<file path="src/rtl/klx_pkg.sv">
package klx_pkg;

   // token kinds
   localparam logic [4:0] KIND_END    = 5'd0;
   localparam logic [4:0] KIND_NUM    = 5'd1;
   localparam logic [4:0] KIND_VAR    = 5'd2;
   localparam logic [4:0] KIND_PLUS   = 5'd3;
   localparam logic [4:0] KIND_MINUS  = 5'd4;
   localparam logic [4:0] KIND_STAR   = 5'd5;
   localparam logic [4:0] KIND_SLASH  = 5'd6;
   localparam logic [4:0] KIND_TRUE   = 5'd7;
   localparam logic [4:0] KIND_FALSE  = 5'd8;
   localparam logic [4:0] KIND_EQ     = 5'd9;
   localparam logic [4:0] KIND_LEQ    = 5'd10;
   localparam logic [4:0] KIND_NOT    = 5'd11;
   localparam logic [4:0] KIND_AND    = 5'd12;
   localparam logic [4:0] KIND_ASSIGN = 5'd13;
   localparam logic [4:0] KIND_SKIP   = 5'd14;
   localparam logic [4:0] KIND_SEMI   = 5'd15;
   localparam logic [4:0] KIND_IF     = 5'd16;
   localparam logic [4:0] KIND_THEN   = 5'd17;
   localparam logic [4:0] KIND_ELSE   = 5'd18;
   localparam logic [4:0] KIND_FI     = 5'd19;
   localparam logic [4:0] KIND_WHILE  = 5'd20;
   localparam logic [4:0] KIND_DO     = 5'd21;
   localparam logic [4:0] KIND_DONE   = 5'd22;
   localparam logic [4:0] KIND_ERR    = 5'd23;

   localparam logic [30:0] NUM_MAX = 31'h7FFF_FFFF;
   localparam logic [15:0] LEN_MAX = 16'hFFFF;
   localparam logic [15:0] PREFIX_BYTES = 16'd5;

   localparam logic [7:0] CHAR_LT    = 8'h3C;
   localparam logic [7:0] CHAR_COLON = 8'h3A;
   localparam logic [7:0] CHAR_EQ    = 8'h3D;

   // keyword words, right-aligned in the 5-byte prefix
   localparam int KW_COUNT = 10;
   localparam logic [39:0] KW_TEXT [KW_COUNT] = '{
      {8'h00, "true"}, "false", {8'h00, "skip"}, {24'h0, "if"}, {8'h00, "then"},
      {8'h00, "else"}, {24'h0, "fi"}, "while", {24'h0, "do"}, {8'h00, "done"}
   };
   localparam logic [15:0] KW_LEN [KW_COUNT] = '{
      16'd4, 16'd5, 16'd4, 16'd2, 16'd4, 16'd4, 16'd2, 16'd5, 16'd2, 16'd4
   };
   localparam logic [4:0] KW_KIND [KW_COUNT] = '{
      KIND_TRUE, KIND_FALSE, KIND_SKIP, KIND_IF, KIND_THEN,
      KIND_ELSE, KIND_FI, KIND_WHILE, KIND_DO, KIND_DONE
   };

   typedef enum logic [4:0] {
      MODE_IDLE  = 5'b00001,
      MODE_NUM   = 5'b00010,
      MODE_WORD  = 5'b00100,
      MODE_LT    = 5'b01000,
      MODE_COLON = 5'b10000
   } scan_mode_type;

   typedef struct packed {
      logic [4:0]  kind;
      logic [30:0] value;
      logic [15:0] start;
      logic [15:0] length;
   } lex_token_type;

   // tokens caused by one input byte; first is always present
   typedef struct packed {
      lex_token_type first;
      lex_token_type second;
      logic          has_second;
   } token_pair_type;

   typedef struct packed {
      logic full;
      logic empty;
   } queue_status_type;

   function automatic logic is_digit(logic [7:0] c);
      return c inside {[8'h30:8'h39]};
   endfunction

   function automatic logic is_alpha(logic [7:0] c);
      return c inside {[8'h41:8'h5A], [8'h61:8'h7A]};
   endfunction

   function automatic logic is_space(logic [7:0] c);
      return c inside {8'h20, [8'h09:8'h0D]};
   endfunction

   // single-byte operators; anything else is an error
   function automatic logic [4:0] single_op(logic [7:0] c);
      logic [4:0] k;
      case (c)
         8'h2B: k = KIND_PLUS;
         8'h2D: k = KIND_MINUS;
         8'h2A: k = KIND_STAR;
         8'h2F: k = KIND_SLASH;
         8'h3D: k = KIND_EQ;
         8'h21: k = KIND_NOT;
         8'h26: k = KIND_AND;
         8'h3B: k = KIND_SEMI;
         default: k = KIND_ERR;
      endcase
      return k;
   endfunction

   // parallel keyword compare; words longer than five never match
   function automatic logic [4:0] word_kind(logic [39:0] prefix, logic [15:0] len);
      logic [4:0] k;
      k = KIND_VAR;
      for (int i = 0; i < KW_COUNT; i++) begin
         if (len == KW_LEN[i] && prefix == KW_TEXT[i]) begin
            k = KW_KIND[i];
         end
      end
      return k;
   endfunction

endpackage

</file>
<file path="src/rtl/klx_front.sv">
module klx_front import klx_pkg::*; #(
   parameter int POSITION_BITS = 16
) (
   input  logic           clock,
   input  logic           reset,
   input  logic           in_valid,
   output logic           in_ready,
   input  logic [7:0]     in_ch,
   input  logic           in_end,
   input  queue_status_type q_status,
   output logic           push,
   output token_pair_type push_data
);

   scan_mode_type mode_ff, mode_in;
   logic [30:0] accum_ff, accum_in;
   logic [39:0] prefix_ff, prefix_in;
   logic [15:0] wlen_ff, wlen_in;
   logic [POSITION_BITS-1:0] start_ff, start_in;
   logic [POSITION_BITS-1:0] pos_ff, pos_in;

   logic accept, at_end, cont;
   logic pend_v, tail_v;
   lex_token_type pend, tail;
   logic [POSITION_BITS-1:0] pos_inc;
   logic [POSITION_BITS+15:0] start_ext, pos_ext;
   logic [34:0] acc_wide;
   logic [15:0] wlen_sat;

   assign in_ready = !q_status.full;
   assign accept   = in_valid && in_ready;
   assign at_end   = in_end || (in_ch == 8'h00);
   assign pos_inc  = pos_ff + 1'b1;
   // offsets report their low 16 bits, zero-filled for narrow counters
   assign start_ext = {16'h0000, start_ff};
   assign pos_ext   = {16'h0000, pos_ff};
   assign acc_wide  = {4'b0000, accum_ff} * 35'd10 + {31'h0, in_ch[3:0]};
   assign wlen_sat  = (wlen_ff < LEN_MAX) ? wlen_ff + 16'd1 : wlen_ff;

   always_comb begin
      mode_in   = mode_ff;
      accum_in  = accum_ff;
      prefix_in = prefix_ff;
      wlen_in   = wlen_ff;
      start_in  = start_ff;
      pos_in    = pos_ff;
      cont      = 1'b1;
      pend_v    = 1'b0;
      tail_v    = 1'b0;
      pend      = '0;
      tail      = '0;

      // close or extend the pending token
      case (mode_ff)
         MODE_NUM: begin
            if (!at_end && is_digit(in_ch)) begin
               accum_in = (acc_wide > {4'b0000, NUM_MAX}) ? NUM_MAX : acc_wide[30:0];
               wlen_in  = wlen_sat;
               pos_in   = pos_inc;
               cont     = 1'b0;
            end else begin
               pend_v  = 1'b1;
               pend    = '{KIND_NUM, accum_ff, start_ext[15:0], wlen_ff};
               mode_in = MODE_IDLE;
            end
         end
         MODE_WORD: begin
            if (!at_end && (is_alpha(in_ch) || is_digit(in_ch))) begin
               if (wlen_ff < PREFIX_BYTES) begin
                  prefix_in = {prefix_ff[31:0], in_ch};
               end
               wlen_in = wlen_sat;
               pos_in  = pos_inc;
               cont    = 1'b0;
            end else begin
               pend_v  = 1'b1;
               pend    = '{word_kind(prefix_ff, wlen_ff), 31'h0, start_ext[15:0], wlen_ff};
               mode_in = MODE_IDLE;
            end
         end
         MODE_LT, MODE_COLON: begin
            if (!at_end && in_ch == CHAR_EQ) begin
               tail_v  = 1'b1;
               tail    = '{(mode_ff == MODE_LT) ? KIND_LEQ : KIND_ASSIGN, 31'h0,
                           start_ext[15:0], 16'd2};
               mode_in = MODE_IDLE;
               pos_in  = pos_inc;
               cont    = 1'b0;
            end else begin
               // lone '<' or ':'
               pend_v  = 1'b1;
               pend    = '{KIND_ERR, 31'h0, start_ext[15:0], 16'd1};
               mode_in = MODE_IDLE;
            end
         end
         default: begin
            mode_in = MODE_IDLE;
         end
      endcase

      // this byte begins something new
      if (cont) begin
         if (at_end) begin
            tail_v    = 1'b1;
            tail      = '{KIND_END, 31'h0, pos_ext[15:0], 16'd0};
            mode_in   = MODE_IDLE;
            accum_in  = '0;
            prefix_in = '0;
            wlen_in   = '0;
            start_in  = '0;
            pos_in    = '0;
         end else begin
            start_in = pos_ff;
            pos_in   = pos_inc;
            if (is_digit(in_ch)) begin
               mode_in  = MODE_NUM;
               accum_in = {27'h0, in_ch[3:0]};
               wlen_in  = 16'd1;
            end else if (is_alpha(in_ch)) begin
               mode_in   = MODE_WORD;
               prefix_in = {32'h0, in_ch};
               wlen_in   = 16'd1;
            end else if (in_ch == CHAR_LT) begin
               mode_in = MODE_LT;
            end else if (in_ch == CHAR_COLON) begin
               mode_in = MODE_COLON;
            end else if (!is_space(in_ch)) begin
               tail_v = 1'b1;
               tail   = '{single_op(in_ch), 31'h0, pos_ext[15:0], 16'd1};
            end
         end
      end
   end

   assign push                 = accept && (pend_v || tail_v);
   assign push_data.first      = pend_v ? pend : tail;
   assign push_data.second     = tail;
   assign push_data.has_second = pend_v && tail_v;

   always_ff @(posedge clock) begin
      if (reset) begin
         mode_ff   <= MODE_IDLE;
         accum_ff  <= '0;
         prefix_ff <= '0;
         wlen_ff   <= '0;
         start_ff  <= '0;
         pos_ff    <= '0;
      end else if (accept) begin
         mode_ff   <= mode_in;
         accum_ff  <= accum_in;
         prefix_ff <= prefix_in;
         wlen_ff   <= wlen_in;
         start_ff  <= start_in;
         pos_ff    <= pos_in;
      end
   end

endmodule

</file>
<file path="src/rtl/klx_queue.sv">
module klx_queue import klx_pkg::*; #(
   parameter int DEPTH = 4
) (
   input  logic             clock,
   input  logic             reset,
   input  logic             push,
   input  token_pair_type   push_data,
   input  logic             pop,
   output token_pair_type   head,
   output queue_status_type status
);

   localparam int AW = (DEPTH > 1) ? $clog2(DEPTH) : 1;
   localparam int CW = $clog2(DEPTH + 1);

   token_pair_type entry_ff [DEPTH];
   logic [AW-1:0] wr_ff, wr_in, rd_ff, rd_in;
   logic [CW-1:0] count_ff, count_in;

   assign wr_in = (wr_ff == AW'(DEPTH - 1)) ? '0 : wr_ff + 1'b1;
   assign rd_in = (rd_ff == AW'(DEPTH - 1)) ? '0 : rd_ff + 1'b1;

   always_comb begin
      count_in = count_ff;
      if (push && !pop) begin
         count_in = count_ff + 1'b1;
      end else if (pop && !push) begin
         count_in = count_ff - 1'b1;
      end
   end

   assign head         = entry_ff[rd_ff];
   assign status.full  = (count_ff == CW'(DEPTH));
   assign status.empty = (count_ff == '0);

   always_ff @(posedge clock) begin
      if (push) begin
         entry_ff[wr_ff] <= push_data;
      end
   end

   always_ff @(posedge clock) begin
      if (reset) begin
         wr_ff    <= '0;
         rd_ff    <= '0;
         count_ff <= '0;
      end else begin
         if (push) begin
            wr_ff <= wr_in;
         end
         if (pop) begin
            rd_ff <= rd_in;
         end
         count_ff <= count_in;
      end
   end

endmodule

</file>
<file path="src/rtl/klx_back.sv">
module klx_back import klx_pkg::*; (
   input  logic             clock,
   input  logic             reset,
   input  queue_status_type q_status,
   input  token_pair_type   head,
   output logic             pop,
   output logic             out_valid,
   input  logic             out_ready,
   output lex_token_type    out_token,
   output logic             out_last
);

   logic          valid_ff, valid_in;
   logic          phase_ff, phase_in;
   lex_token_type tok_ff, tok_in;
   logic          last_ff, last_in;
   logic          load;

   // output register refills whenever it is empty or being drained
   assign load = !q_status.empty && (!valid_ff || out_ready);

   always_comb begin
      tok_in   = phase_ff ? head.second : head.first;
      last_in  = phase_ff || !head.has_second;
      pop      = load && (phase_ff || !head.has_second);
      phase_in = load ? (!phase_ff && head.has_second) : phase_ff;
      valid_in = load ? 1'b1 : (valid_ff && !out_ready);
   end

   assign out_valid = valid_ff;
   assign out_token = tok_ff;
   assign out_last  = last_ff;

   always_ff @(posedge clock) begin
      if (load) begin
         tok_ff  <= tok_in;
         last_ff <= last_in;
      end
   end

   always_ff @(posedge clock) begin
      if (reset) begin
         valid_ff <= 1'b0;
         phase_ff <= 1'b0;
      end else begin
         valid_ff <= valid_in;
         phase_ff <= phase_in;
      end
   end

endmodule

</file>
<file path="src/rtl/keyword_token_lexer_top.sv">
// Streaming lexer for a small while language. One source byte enters per req beat
// (tdata = the byte, tlast = end of text; byte 0 also ends the text) and tokens leave
// one per rsp beat, with the token kind on rsp_tuser: end, number (saturated at
// 2^31-1), variable, the twenty keywords and operators, or error for an unknown byte
// or a lone '<' or ':'. A byte causes zero, one or two tokens; rsp_tlast marks the
// last token of a byte. The front end takes a byte every cycle while its queue of
// QUEUE_DEPTH entries has room, so the input rate is one byte per cycle; the result
// port moves one token per cycle while rsp_tready is high, so a byte that closes a
// pending token and also yields a token of its own needs an output beat for each,
// and the queue absorbs such bursts; a token passes the queue and the output register.
// After the end token all state returns to reset and the next text starts at offset 0.
module keyword_token_lexer_top import klx_pkg::*; #(
   parameter int POSITION_BITS = 16,  // byte offset counter width, 8..32
   parameter int QUEUE_DEPTH   = 4    // token-pair entries between front and back
) (
   input  logic        clock,
   input  logic        reset,
   input  logic        req_tvalid,
   output logic        req_tready,
   input  logic [7:0]  req_tdata,   // [7:0] ch
   input  logic        req_tlast,   // text_end
   output logic        rsp_tvalid,
   input  logic        rsp_tready,
   output logic [63:0] rsp_tdata,   // [30:0] number_value, [46:31] token_start,
                                    // [62:47] token_length, [63] 0
   output logic [4:0]  rsp_tuser,   // [4:0] token_kind
   output logic        rsp_tlast    // run_last
);

   queue_status_type q_status;
   logic             push, pop;
   token_pair_type   push_data, head;
   lex_token_type    out_token;

   // front: scans bytes, keeps the token state, classifies words
   klx_front #(
      .POSITION_BITS(POSITION_BITS)
   ) u_front (
      .clock    (clock),
      .reset    (reset),
      .in_valid (req_tvalid),
      .in_ready (req_tready),
      .in_ch    (req_tdata),
      .in_end   (req_tlast),
      .q_status (q_status),
      .push     (push),
      .push_data(push_data)
   );

   // queue of per-byte token pairs
   klx_queue #(
      .DEPTH(QUEUE_DEPTH)
   ) u_queue (
      .clock    (clock),
      .reset    (reset),
      .push     (push),
      .push_data(push_data),
      .pop      (pop),
      .head     (head),
      .status   (q_status)
   );

   // back: splits pairs into single beats behind an output register
   klx_back u_back (
      .clock    (clock),
      .reset    (reset),
      .q_status (q_status),
      .head     (head),
      .pop      (pop),
      .out_valid(rsp_tvalid),
      .out_ready(rsp_tready),
      .out_token(out_token),
      .out_last (rsp_tlast)
   );

   assign rsp_tdata = {1'b0, out_token.length, out_token.start, out_token.value};
   assign rsp_tuser = out_token.kind;

endmodule

</file>
<file path="config.mk">
export PLATFORM = sky130hd
export DESIGN_NAME = keyword_token_lexer_top
export DESIGN_NICKNAME = d
export VERILOG_FILES = /design/src/rtl/klx_pkg.sv /design/src/rtl/klx_front.sv /design/src/rtl/klx_queue.sv /design/src/rtl/klx_back.sv /design/src/rtl/keyword_token_lexer_top.sv
export SDC_FILE = /design/constraint.sdc
export NUM_CORES = 1
export LEC_CHECK = 0
export BUFFER_PORTS_ARGS = -buffer_cell sky130_fd_sc_hd__buf_4
export CAP_MARGIN = 5
export CELL_PAD_IN_SITES_DETAIL_PLACEMENT = 1
export CELL_PAD_IN_SITES_GLOBAL_PLACEMENT = 2
export CORE_UTILIZATION = 28
export CTS_BUF_LIST = sky130_fd_sc_hd__clkbuf_2 sky130_fd_sc_hd__clkbuf_4 sky130_fd_sc_hd__clkbuf_8
export DETAILED_ROUTE_END_ITERATION = 16
export GPL_TIMING_DRIVEN = 0
export PLACE_DENSITY_LB_ADDON = 0.1
export REMOVE_ABC_BUFFERS = 1
export SYNTH_ARGS = -nofsm -noshare
export SYNTH_HDL_FRONTEND = slang
export SYNTH_SLANG_ARGS = --single-unit
</file>
<file path="constraint.sdc">
create_clock -name clock -period 7 [get_ports clock]
set_input_delay 0.7 -clock clock [delete_from_list [all_inputs] [get_ports clock]]
set_output_delay 0.7 -clock clock [all_outputs]
set_load 0.05 [all_outputs]
</file>
# Yosys cells after proc, flatten, opt, wreduce, memory -nomap -nowiden
# Memory sizes are Yosys's and may differ from the RTL's. A register that Yosys moved wholly into a read port is not among the register bits.
# Index checks and enable logic that the tools add are counted.
[op_classes]
n_addsub = 7
n_mul = 1
n_div = 0
magnitude_cmp = 11
n_eq_ne = 34
shift = 0
muxes = 87
bitwise = 0
n_reduce_logical = 49
[op_table]
columns = ["cell", "n"]
rows = [
  ["$mux W68", 13],
  ["$mux W40", 7],
  ["$mux W16", 13],
  ["$pmux W68 S3", 1],
  ["$eq A40 B31 Y1 const B", 5],
  ["$mux W31", 6],
  ["$eq A40 B15 Y1 const B", 3],
  ["$eq A8 B6 Y1 const B", 11],
  ["$eq A40 B39 Y1 const B", 2],
  ["$mux W5", 15],
  ["$mux W64", 1],
  ["$pmux W16 S3", 1],
  ["$pmux W5 S8", 1],
  ["$add A35 B4 Y35", 1],
  ["$gt A35 B31 Y1 const B", 1],
  ["$mul A31 B3 Y34 const B", 1],
  ["$add A16 B1 Y16 const B", 2],
  ["$eq A16 B3 Y1 const B", 2],
  ["$pmux W16 S2", 1],
  ["$logic_and A1 B1 Y1", 26],
  ["$eq A16 B2 Y1 const B", 1],
  ["$ge A8 B7 Y1 const B", 2],
  ["$le A8 B7 Y1 const B", 2],
  ["$lt A16 B16 Y1 const B", 1],
  ["30 further kinds", 70],
]
[totals]
regBits = 202
latch_bits = 0
ram_bits = 548
romBits = 0
in_bits = 13
wordCells = 206
memories = 1
[memory_table]
columns = ["name", "words", "word_bits", "read_ports", "rd_clocked_by_memory_dff", "write_ports", "line_no", "source"]
rows = [
  ["u_queue.entry_ff", 4, 137, 1, 1, 1, "klx_queue.sv:16", "token_pair_type entry_ff [DEPTH];"],
]

# Depth between registers and ports, before layout
[logic_depth]
depth_word = 19
mapped_depth = 16
mapped_depth_nobuf = 14

# By module
# Synthesis repeated with hierarchy kept, for this count alone.
[hier_totals]
hier_cells = 2255
area_unflattened_um2 = 33230.6
[modules_own_cells]
columns = ["module", "n_inst", "cells_each", "area_per_inst_um2"]
rows = [
  ["klx_queue", 1, 759, 20176.9],
  ["klx_front", 1, 1338, 10050.9],
  ["klx_back", 1, 156, 2991.6],
  ["keyword_token_lexer_top", 1, 2, 11.3],
]

# Worst setup path after synthesis
# No wires, ideal clock.
[synth_timing]
path_type = "input to register"
from = "in rsp_tready"
to = "reg u_queue.count_ff[2]"
setup_ps = 71
t_arrival_ps = 5650
t_required_ps = 6929
path_slack_ps = 1279
stages = 10
cell_sequence = "inv_1 -> a21oi_1 -> and2_1 -> inv_1 -> ha_1 -> inv_1 -> fa_1 -> xor2_1 -> or3_1 -> a21oi_1"
[synth_between]
elab_chain_len = 6
word_cells_on_any_way = 8
classes_between = "mux: 1; reduce/logical: 7"
[synth_lines]
columns = ["element", "line_no", "source"]
rows = [
  ["from (decl)", "keyword_token_lexer_top.sv:23", "input logic rsp_tready,"],
  ["$logic_or A1 B1 Y1 *", "klx_back.sv:20", "assign load = !q_status.empty && (!valid_ff || out_ready);"],
  ["$logic_and A1 B1 Y1 *", "klx_back.sv:20", ""],
  ["named net u_back.load", "klx_back.sv:17", "logic load;"],
  ["$logic_and A1 B1 Y1 *", "klx_back.sv:25", "pop = load && (phase_ff || !head.has_second);"],
  ["$logic_not A1 Y1", "klx_queue.sv:25", "if (push && !pop) begin"],
  ["$logic_and A1 B1 Y1", "klx_queue.sv:25", ""],
  ["$mux W3 / $reduce_bool A2 Y1 (equally long branches)", "--", ""],
  ["to (signal assigned)", "klx_queue.sv:54", "count_ff <= count_in;"],
  ["to (decl)", "klx_queue.sv:18", "logic [CW-1:0] count_ff, count_in;"],
]
# The timed path passes the listed nets; every way through them passes the cells marked *.
# A chain may end at the register's enable or synchronous reset.

# Worst setup path after layout
[layout_timing]
from = "reg u_front.accum_ff[1]"
to = "reg u_front.accum_ff[29]"
[layout_between]
elab_chain_len = 9
[layout_lines]
columns = ["element", "line_no", "source"]
rows = [
  ["from (decl)", "klx_front.sv:16", "logic [30:0] accum_ff, accum_in;"],
  ["from (signal assigned)", "klx_front.sv:150", "accum_ff <= accum_in;"],
  ["$mul A31 B3 Y34 *", "klx_front.sv:37", "assign acc_wide = {4'b0000, accum_ff} * 35'd10 + {31'h0, in_ch[3:0]};"],
  ["$add A35 B4 Y35 *", "klx_front.sv:37", ""],
  ["$gt A35 B31 Y1", "klx_front.sv:57", "accum_in = (acc_wide > {4'b0000, NUM_MAX}) ? NUM_MAX : acc_wide[30:0];"],
  ["$mux W31 *", "klx_front.sv:57", ""],
  ["$mux W31 *", "klx_front.sv:56", "if (!at_end && is_digit(in_ch)) begin"],
  ["$mux W31 *", "klx_front.sv:54", "case (mode_ff)"],
  ["$mux W31", "klx_front.sv:115", "if (is_digit(in_ch)) begin"],
  ["$mux W31", "klx_front.sv:103", "if (at_end) begin"],
  ["$mux W31 *", "klx_front.sv:102", "if (cont) begin"],
]
# Every way passes the cells marked *; elsewhere a longest branch is shown, timed or not.

==> metrics.md <==
| Metric | Value |
|---|---|
| Leading cell type in the layout, fill and taps excluded | `sky130_fd_sc_hd__edfxtp_1` |
| Global-route layer with the greatest usage | `met2` |
| Largest clock skew in the final design | `about 0.027 ns` |
| First-pass GRT wire length | `approximately 110,000 um` |
| Worst reg-to-reg path cell count | `14` |
| Core region area | `slightly above 90,000 um^2` |
| Number of standard cells in the final layout excluding fillers | `3,270` |
| Critical Path Source Type | `flip-flop` |
| Instance count of the mapped netlist | `1,894` |
| Remaining antenna violation count | `0` |
| Outcome | `finished, final reports clean` |
| Critical register-to-register path endpoint | `u_front.accum_ff[29]` |
| Worst hold-check slack | `approximately 0.28 ns` |
| Filler Cells Inserted | `roughly 9,500` |
| Cts hold-fix bufs | `0` |
| Clock edge transition at the registers on the reported setup and hold paths | `roughly 0.070 ns` |
| Sequential group share of total power | `about 43%` |
| H-tree Lvls | `3` |
| Root buffer cell | `sky130_fd_sc_hd__clkbuf_8` |
| Die area | `roughly 93,000 um^2` |
| Relative contribution of combinational cells to total power | `26.6%` |
| Synthesized-area fraction occupied by xor and xnor cells | `under 10%` |
| Number of antenna violations at the first check in global routing | `6` |
| CP Class | `reg -> reg` |
| Internal power contribution | `7.03 mW` |
| Setup slack on the worst flop-to-flop path | `~1.9 ns` |
| Area grow syn2layout | `17.4%` |
| Startpoint of the lowest-slack hold path | `rsp_tready` |
| Synth unique cells | `87` |
| Effective utilization at floorplan | `about 28%` |
| RSZ-0062 raised after global routing | `false` |
| Peak fanout along the critical path | `23` |
| Endpoint class of the critical path | `flip-flop` |
| Instance count after placement with tap cells included | `a little over 3,000` |
| Detailed-route wire length | `a little over 70,000 um` |
| Met3 global-route usage | `a little over 3%` |
| Die Y-Extent | `roughly 310 um` |
| Post-route setup slack | `around 1.9 ns` |
| Maximum vdd ir drop | `around 150 uV` |
| Worst EP arrival | `about 5.8 ns` |
| Fraction of power spent switching nets | `32.6%` |
| Crit share post-route | `72.7%` |
| Setup slack after placement | `around 1.3 ns` |
| Part of the Yosys area used for sequential elements | `a little over 60%` |
| Number of max-slew violations in the final report | `0` |
| Multiplexer area fraction after synthesis | `under 10%` |
| Final HPWL from detailed placement | `between 40,000 and 50,000 um` |
| End-of-flow core utilization | `around a third` |
| Placement Rows | `110` |
| Count of flip-flops with a built-in enable after synthesis | `around 440` |
| TritonCTS Buffers | `slightly above 100` |
| Total number of clock tree sinks | `around 570` |
| Maximum count of clock buffers along a single path | `3` |
| Hold path cells | `4` |
| Period minus WS final | `just over 5 ns` |
| Leading cell types in the layout, fill and taps excluded | `sky130_fd_sc_hd__edfxtp_1, sky130_fd_sc_hd__nor2_1, sky130_fd_sc_hd__dfxtp_1` |
| HP Class | `in -> reg` |
| Number of nets at the end of the flow | `roughly 2,100` |
| Post-DR wirelength/cell | `21.6 um` |
| Adder-cell share of the synthesized area | `3.73%` |
| GRT Total Usage | `15.3%` |
| Power dissipated by switching net loads | `between 3 and 4 mW` |
| Netlist area before placement | `around 26,000 um^2` |
| Via count of the first global-routing pass | `about 18,000` |
| Synthesized area per cell | `13.6 um^2` |
| IO Count | `85` |
| Resized cells post-CTS | `0` |
| Post-detailed-route via-to-cell ratio | `roughly 4.9` |
| Final Wtd Congestion | `about 0.77` |
| Detailed Routing Iterations Pass 1 | `4` |
| Startpoint of the worst register-to-register path | `u_front.accum_ff[1]` |
| Count of input and output buffers | `83` |
| Slew @ Worst Pin | `around 1.2 ns` |
| First DRT Iteration DRCs | `around 700` |
| Number of warnings printed during yosys synthesis | `0` |
| Share of layout cells above drive strength 1 | `between 20% and 30%` |
| Largest net degree at the start of global routing | `83` |
| Die Span X | `305 um` |
| Simple-gate share of the synthesized area | `around 12%` |
| GR met2 Demand/Resource | `around a quarter` |
| Timing-limited maximum frequency | `about 200 MHz` |
| Remaining max-slew budget at the tightest pin | `approximately 23%` |
| Max-cap viol count | `0` |
| Number of synthesized register bits | `572` |
| FFs w/ async S/R, synth | `0%` |
| Insertion delay to the later sink of the worst-skew pair | `approximately 0.73 ns` |
| Most instantiated flip-flop cell in the synthesis netlist | `sky130_fd_sc_hd__edfxtp_1` |
| Drt drc | `0` |
| Total number of vias | `~16,000` |
| Register area | `roughly 16,000 um^2` |
| Number of buffers added for setup after CTS | `0` |
| Hold Path End | `u_back.out_valid` |
| Post-Route Setup TNS | `0 ns` |
| Post-route cell area | `~30,000 um^2` |
| Count of final setup violators | `0` |
| Final Hold Viols | `0` |
| Share of total power in the clock network | `30.9%` |
| CTS tree | `done` |
| Synthesized-area fraction occupied by ao, oa, aoi and oai cells | `under 10%` |
| Post-Place Cell Area | `approximately 28,000 um^2` |
| Crit path required time | `between 7 and 8 ns` |
| Tot Pwr | `10.4 mW` |
| Power per cell area | `between 300 and 400 nW/um^2` |
| Leakage component of the power | `10.6 nW` |
| Area occupied by multi-input gates | `9520 um^2` |
| Largest family of logic cells by synthesized area | `simple AND/OR/NAND/NOR gates` |
| Global route overflow | `0` |
| GR met1 Demand/Resource | `20.7%` |
==> how the worst max path moves through the flow <==
stage / start / end / slack, ns
6_report: u_front.accum_ff[1] / u_front.accum_ff[29] / 1.91
5_1_grt: u_front.accum_ff[1] / u_front.accum_ff[30] / 1.41
4_1_cts: u_front.mode_ff[4] / u_front.pos_ff[3] / 1.83
3_5_place_dp: req_tdata[4] / u_front.pos_ff[3] / 1.28
3_3_place_gp: u_front.mode_ff[4] / u_queue.entry_ff[0][127] / -3.68
2_1_floorplan: flip-flop / u_queue.count_ff[2] / 1.01
==> final cells by class <==
class	instances	area share, %
Sequential cell	572	52.4
Multi-Input combinational cell	1198	31.5
Clock buffer	139	5.60
Tap cell	1176	4.86
Timing Repair Buffer	110	4.09
Clock inverter	50	1.34
Inverter	21	0.261
Antenna cell	4	0.0331
==> cells in the mapped netlist, drive strengths merged (4+ instances only) <==
master	instances	area share, %
a22oi	59	1.7
nor3b	9	0.30
nand2	103	1.5
mux4	92	8.0
nand3	34	0.70
or2	6	0.15
a21oi	86	1.7
xnor2	31	1.1
nor3	37	0.74
o21a	6	0.17
mux2	36	1.6
nand2b	7	0.17
nor2	173	2.5
clkbuf	65	0.95
a31o	4	0.14
a41oi	5	0.17
and2	23	0.56
nor4b	7	0.24
nand3b	8	0.25
o2111ai	4	0.14
a22o	16	0.54
a211oi	29	0.88
a31oi	7	0.17
nand4b	5	0.17
a21o	14	0.41
nor2b	54	1.3
mux2i	6	0.25
buf	38	0.71
dfxtp	135	10
nand4	25	0.61
o21ai	56	1.1
nor4	22	0.67
or4b	4	0.16
or4	5	0.16
edfxtp	437	51
or3	7	0.17
o22ai	4	0.097
and3	51	1.2
xor2	47	1.6
ha	72	3.5
inv	21	0.31
==> registers in the layout, indices dropped and copies added, names as in the netlist, named ones only <==
| register | flops |
|---|---|
| u_queue.count_ff | 3 |
| u_back.out_token | 68 |
| u_front.wlen_ff | 16 |
| u_front.mode_ff | 5 |
| u_queue.rd_ff | 2 |
| u_queue.entry_ff | 368 |
| u_back.phase_ff | 1 |
| u_front.pos_ff | 16 |
| u_front.start_ff | 16 |
| u_back.out_valid | 1 |
| u_front.prefix_ff | 40 |
| u_front.accum_ff | 31 |
| u_queue.wr_ff | 2 |
| u_back.out_last | 1 |
==> power groups by stage <==
| stage | logic [mW] | registers [mW] | clock network (mW) |
|---|---|---|---|
| 6_report | 2.77 | 4.43 | 3.22 |
| 5_1_grt | 2.96 | 4.49 | 3.49 |
| 4_1_cts | 2.86 | 4.45 | 3.35 |
| 3_5_place_dp | 2.85 | 4.52 | 0 |
| 3_3_place_gp | 2.65 | 4.83 | 0 |
| 2_1_floorplan | 1.05 | 5.35 | 0 |
==> worst max-delay path, stage by stage, from the launching register on <==
cell and delay, ns:
sky130_fd_sc_hd__dfxtp_1 0.45, sky130_fd_sc_hd__ha_1 0.28, sky130_fd_sc_hd__ha_1 0.25, sky130_fd_sc_hd__fa_1 0.43
sky130_fd_sc_hd__a211oi_1 0.39, sky130_fd_sc_hd__o211ai_2 0.20, sky130_fd_sc_hd__a21oi_1 0.42, sky130_fd_sc_hd__xnor2_1 0.22
sky130_fd_sc_hd__nor2b_1 0.29, sky130_fd_sc_hd__nand3b_2 0.17, sky130_fd_sc_hd__nor4_2 0.56, sky130_fd_sc_hd__a211oi_1 0.21
sky130_fd_sc_hd__mux2i_4 0.68, sky130_fd_sc_hd__nor2_2 0.25, sky130_fd_sc_hd__a21oi_1 0.22
==> cells by family (layout without fill, tap and decap cells) <==
kind of cell             count (synthesis)  after routing
AO/OA/AOI/OAI                          318            318
XOR/XNOR                                78             78
adder cells (fa/ha/maj)                 75             75
buffers and inverters                  124            320
flip-flops                             572            572
multiplexers                           134            134
other                                    1              5
AND/OR/NAND/NOR                        592            592
==> per-layer routing <==
layer | vias to the layer above | part of all wire (%)
met4 | 4 | 1.8
li1 | 7563 | -
met5 | - | 0.038
met2 | 228 | 47
met1 | 8270 | 48
met3 | 92 | 3.7
Note: power is estimated with default switching activity, not from simulation.
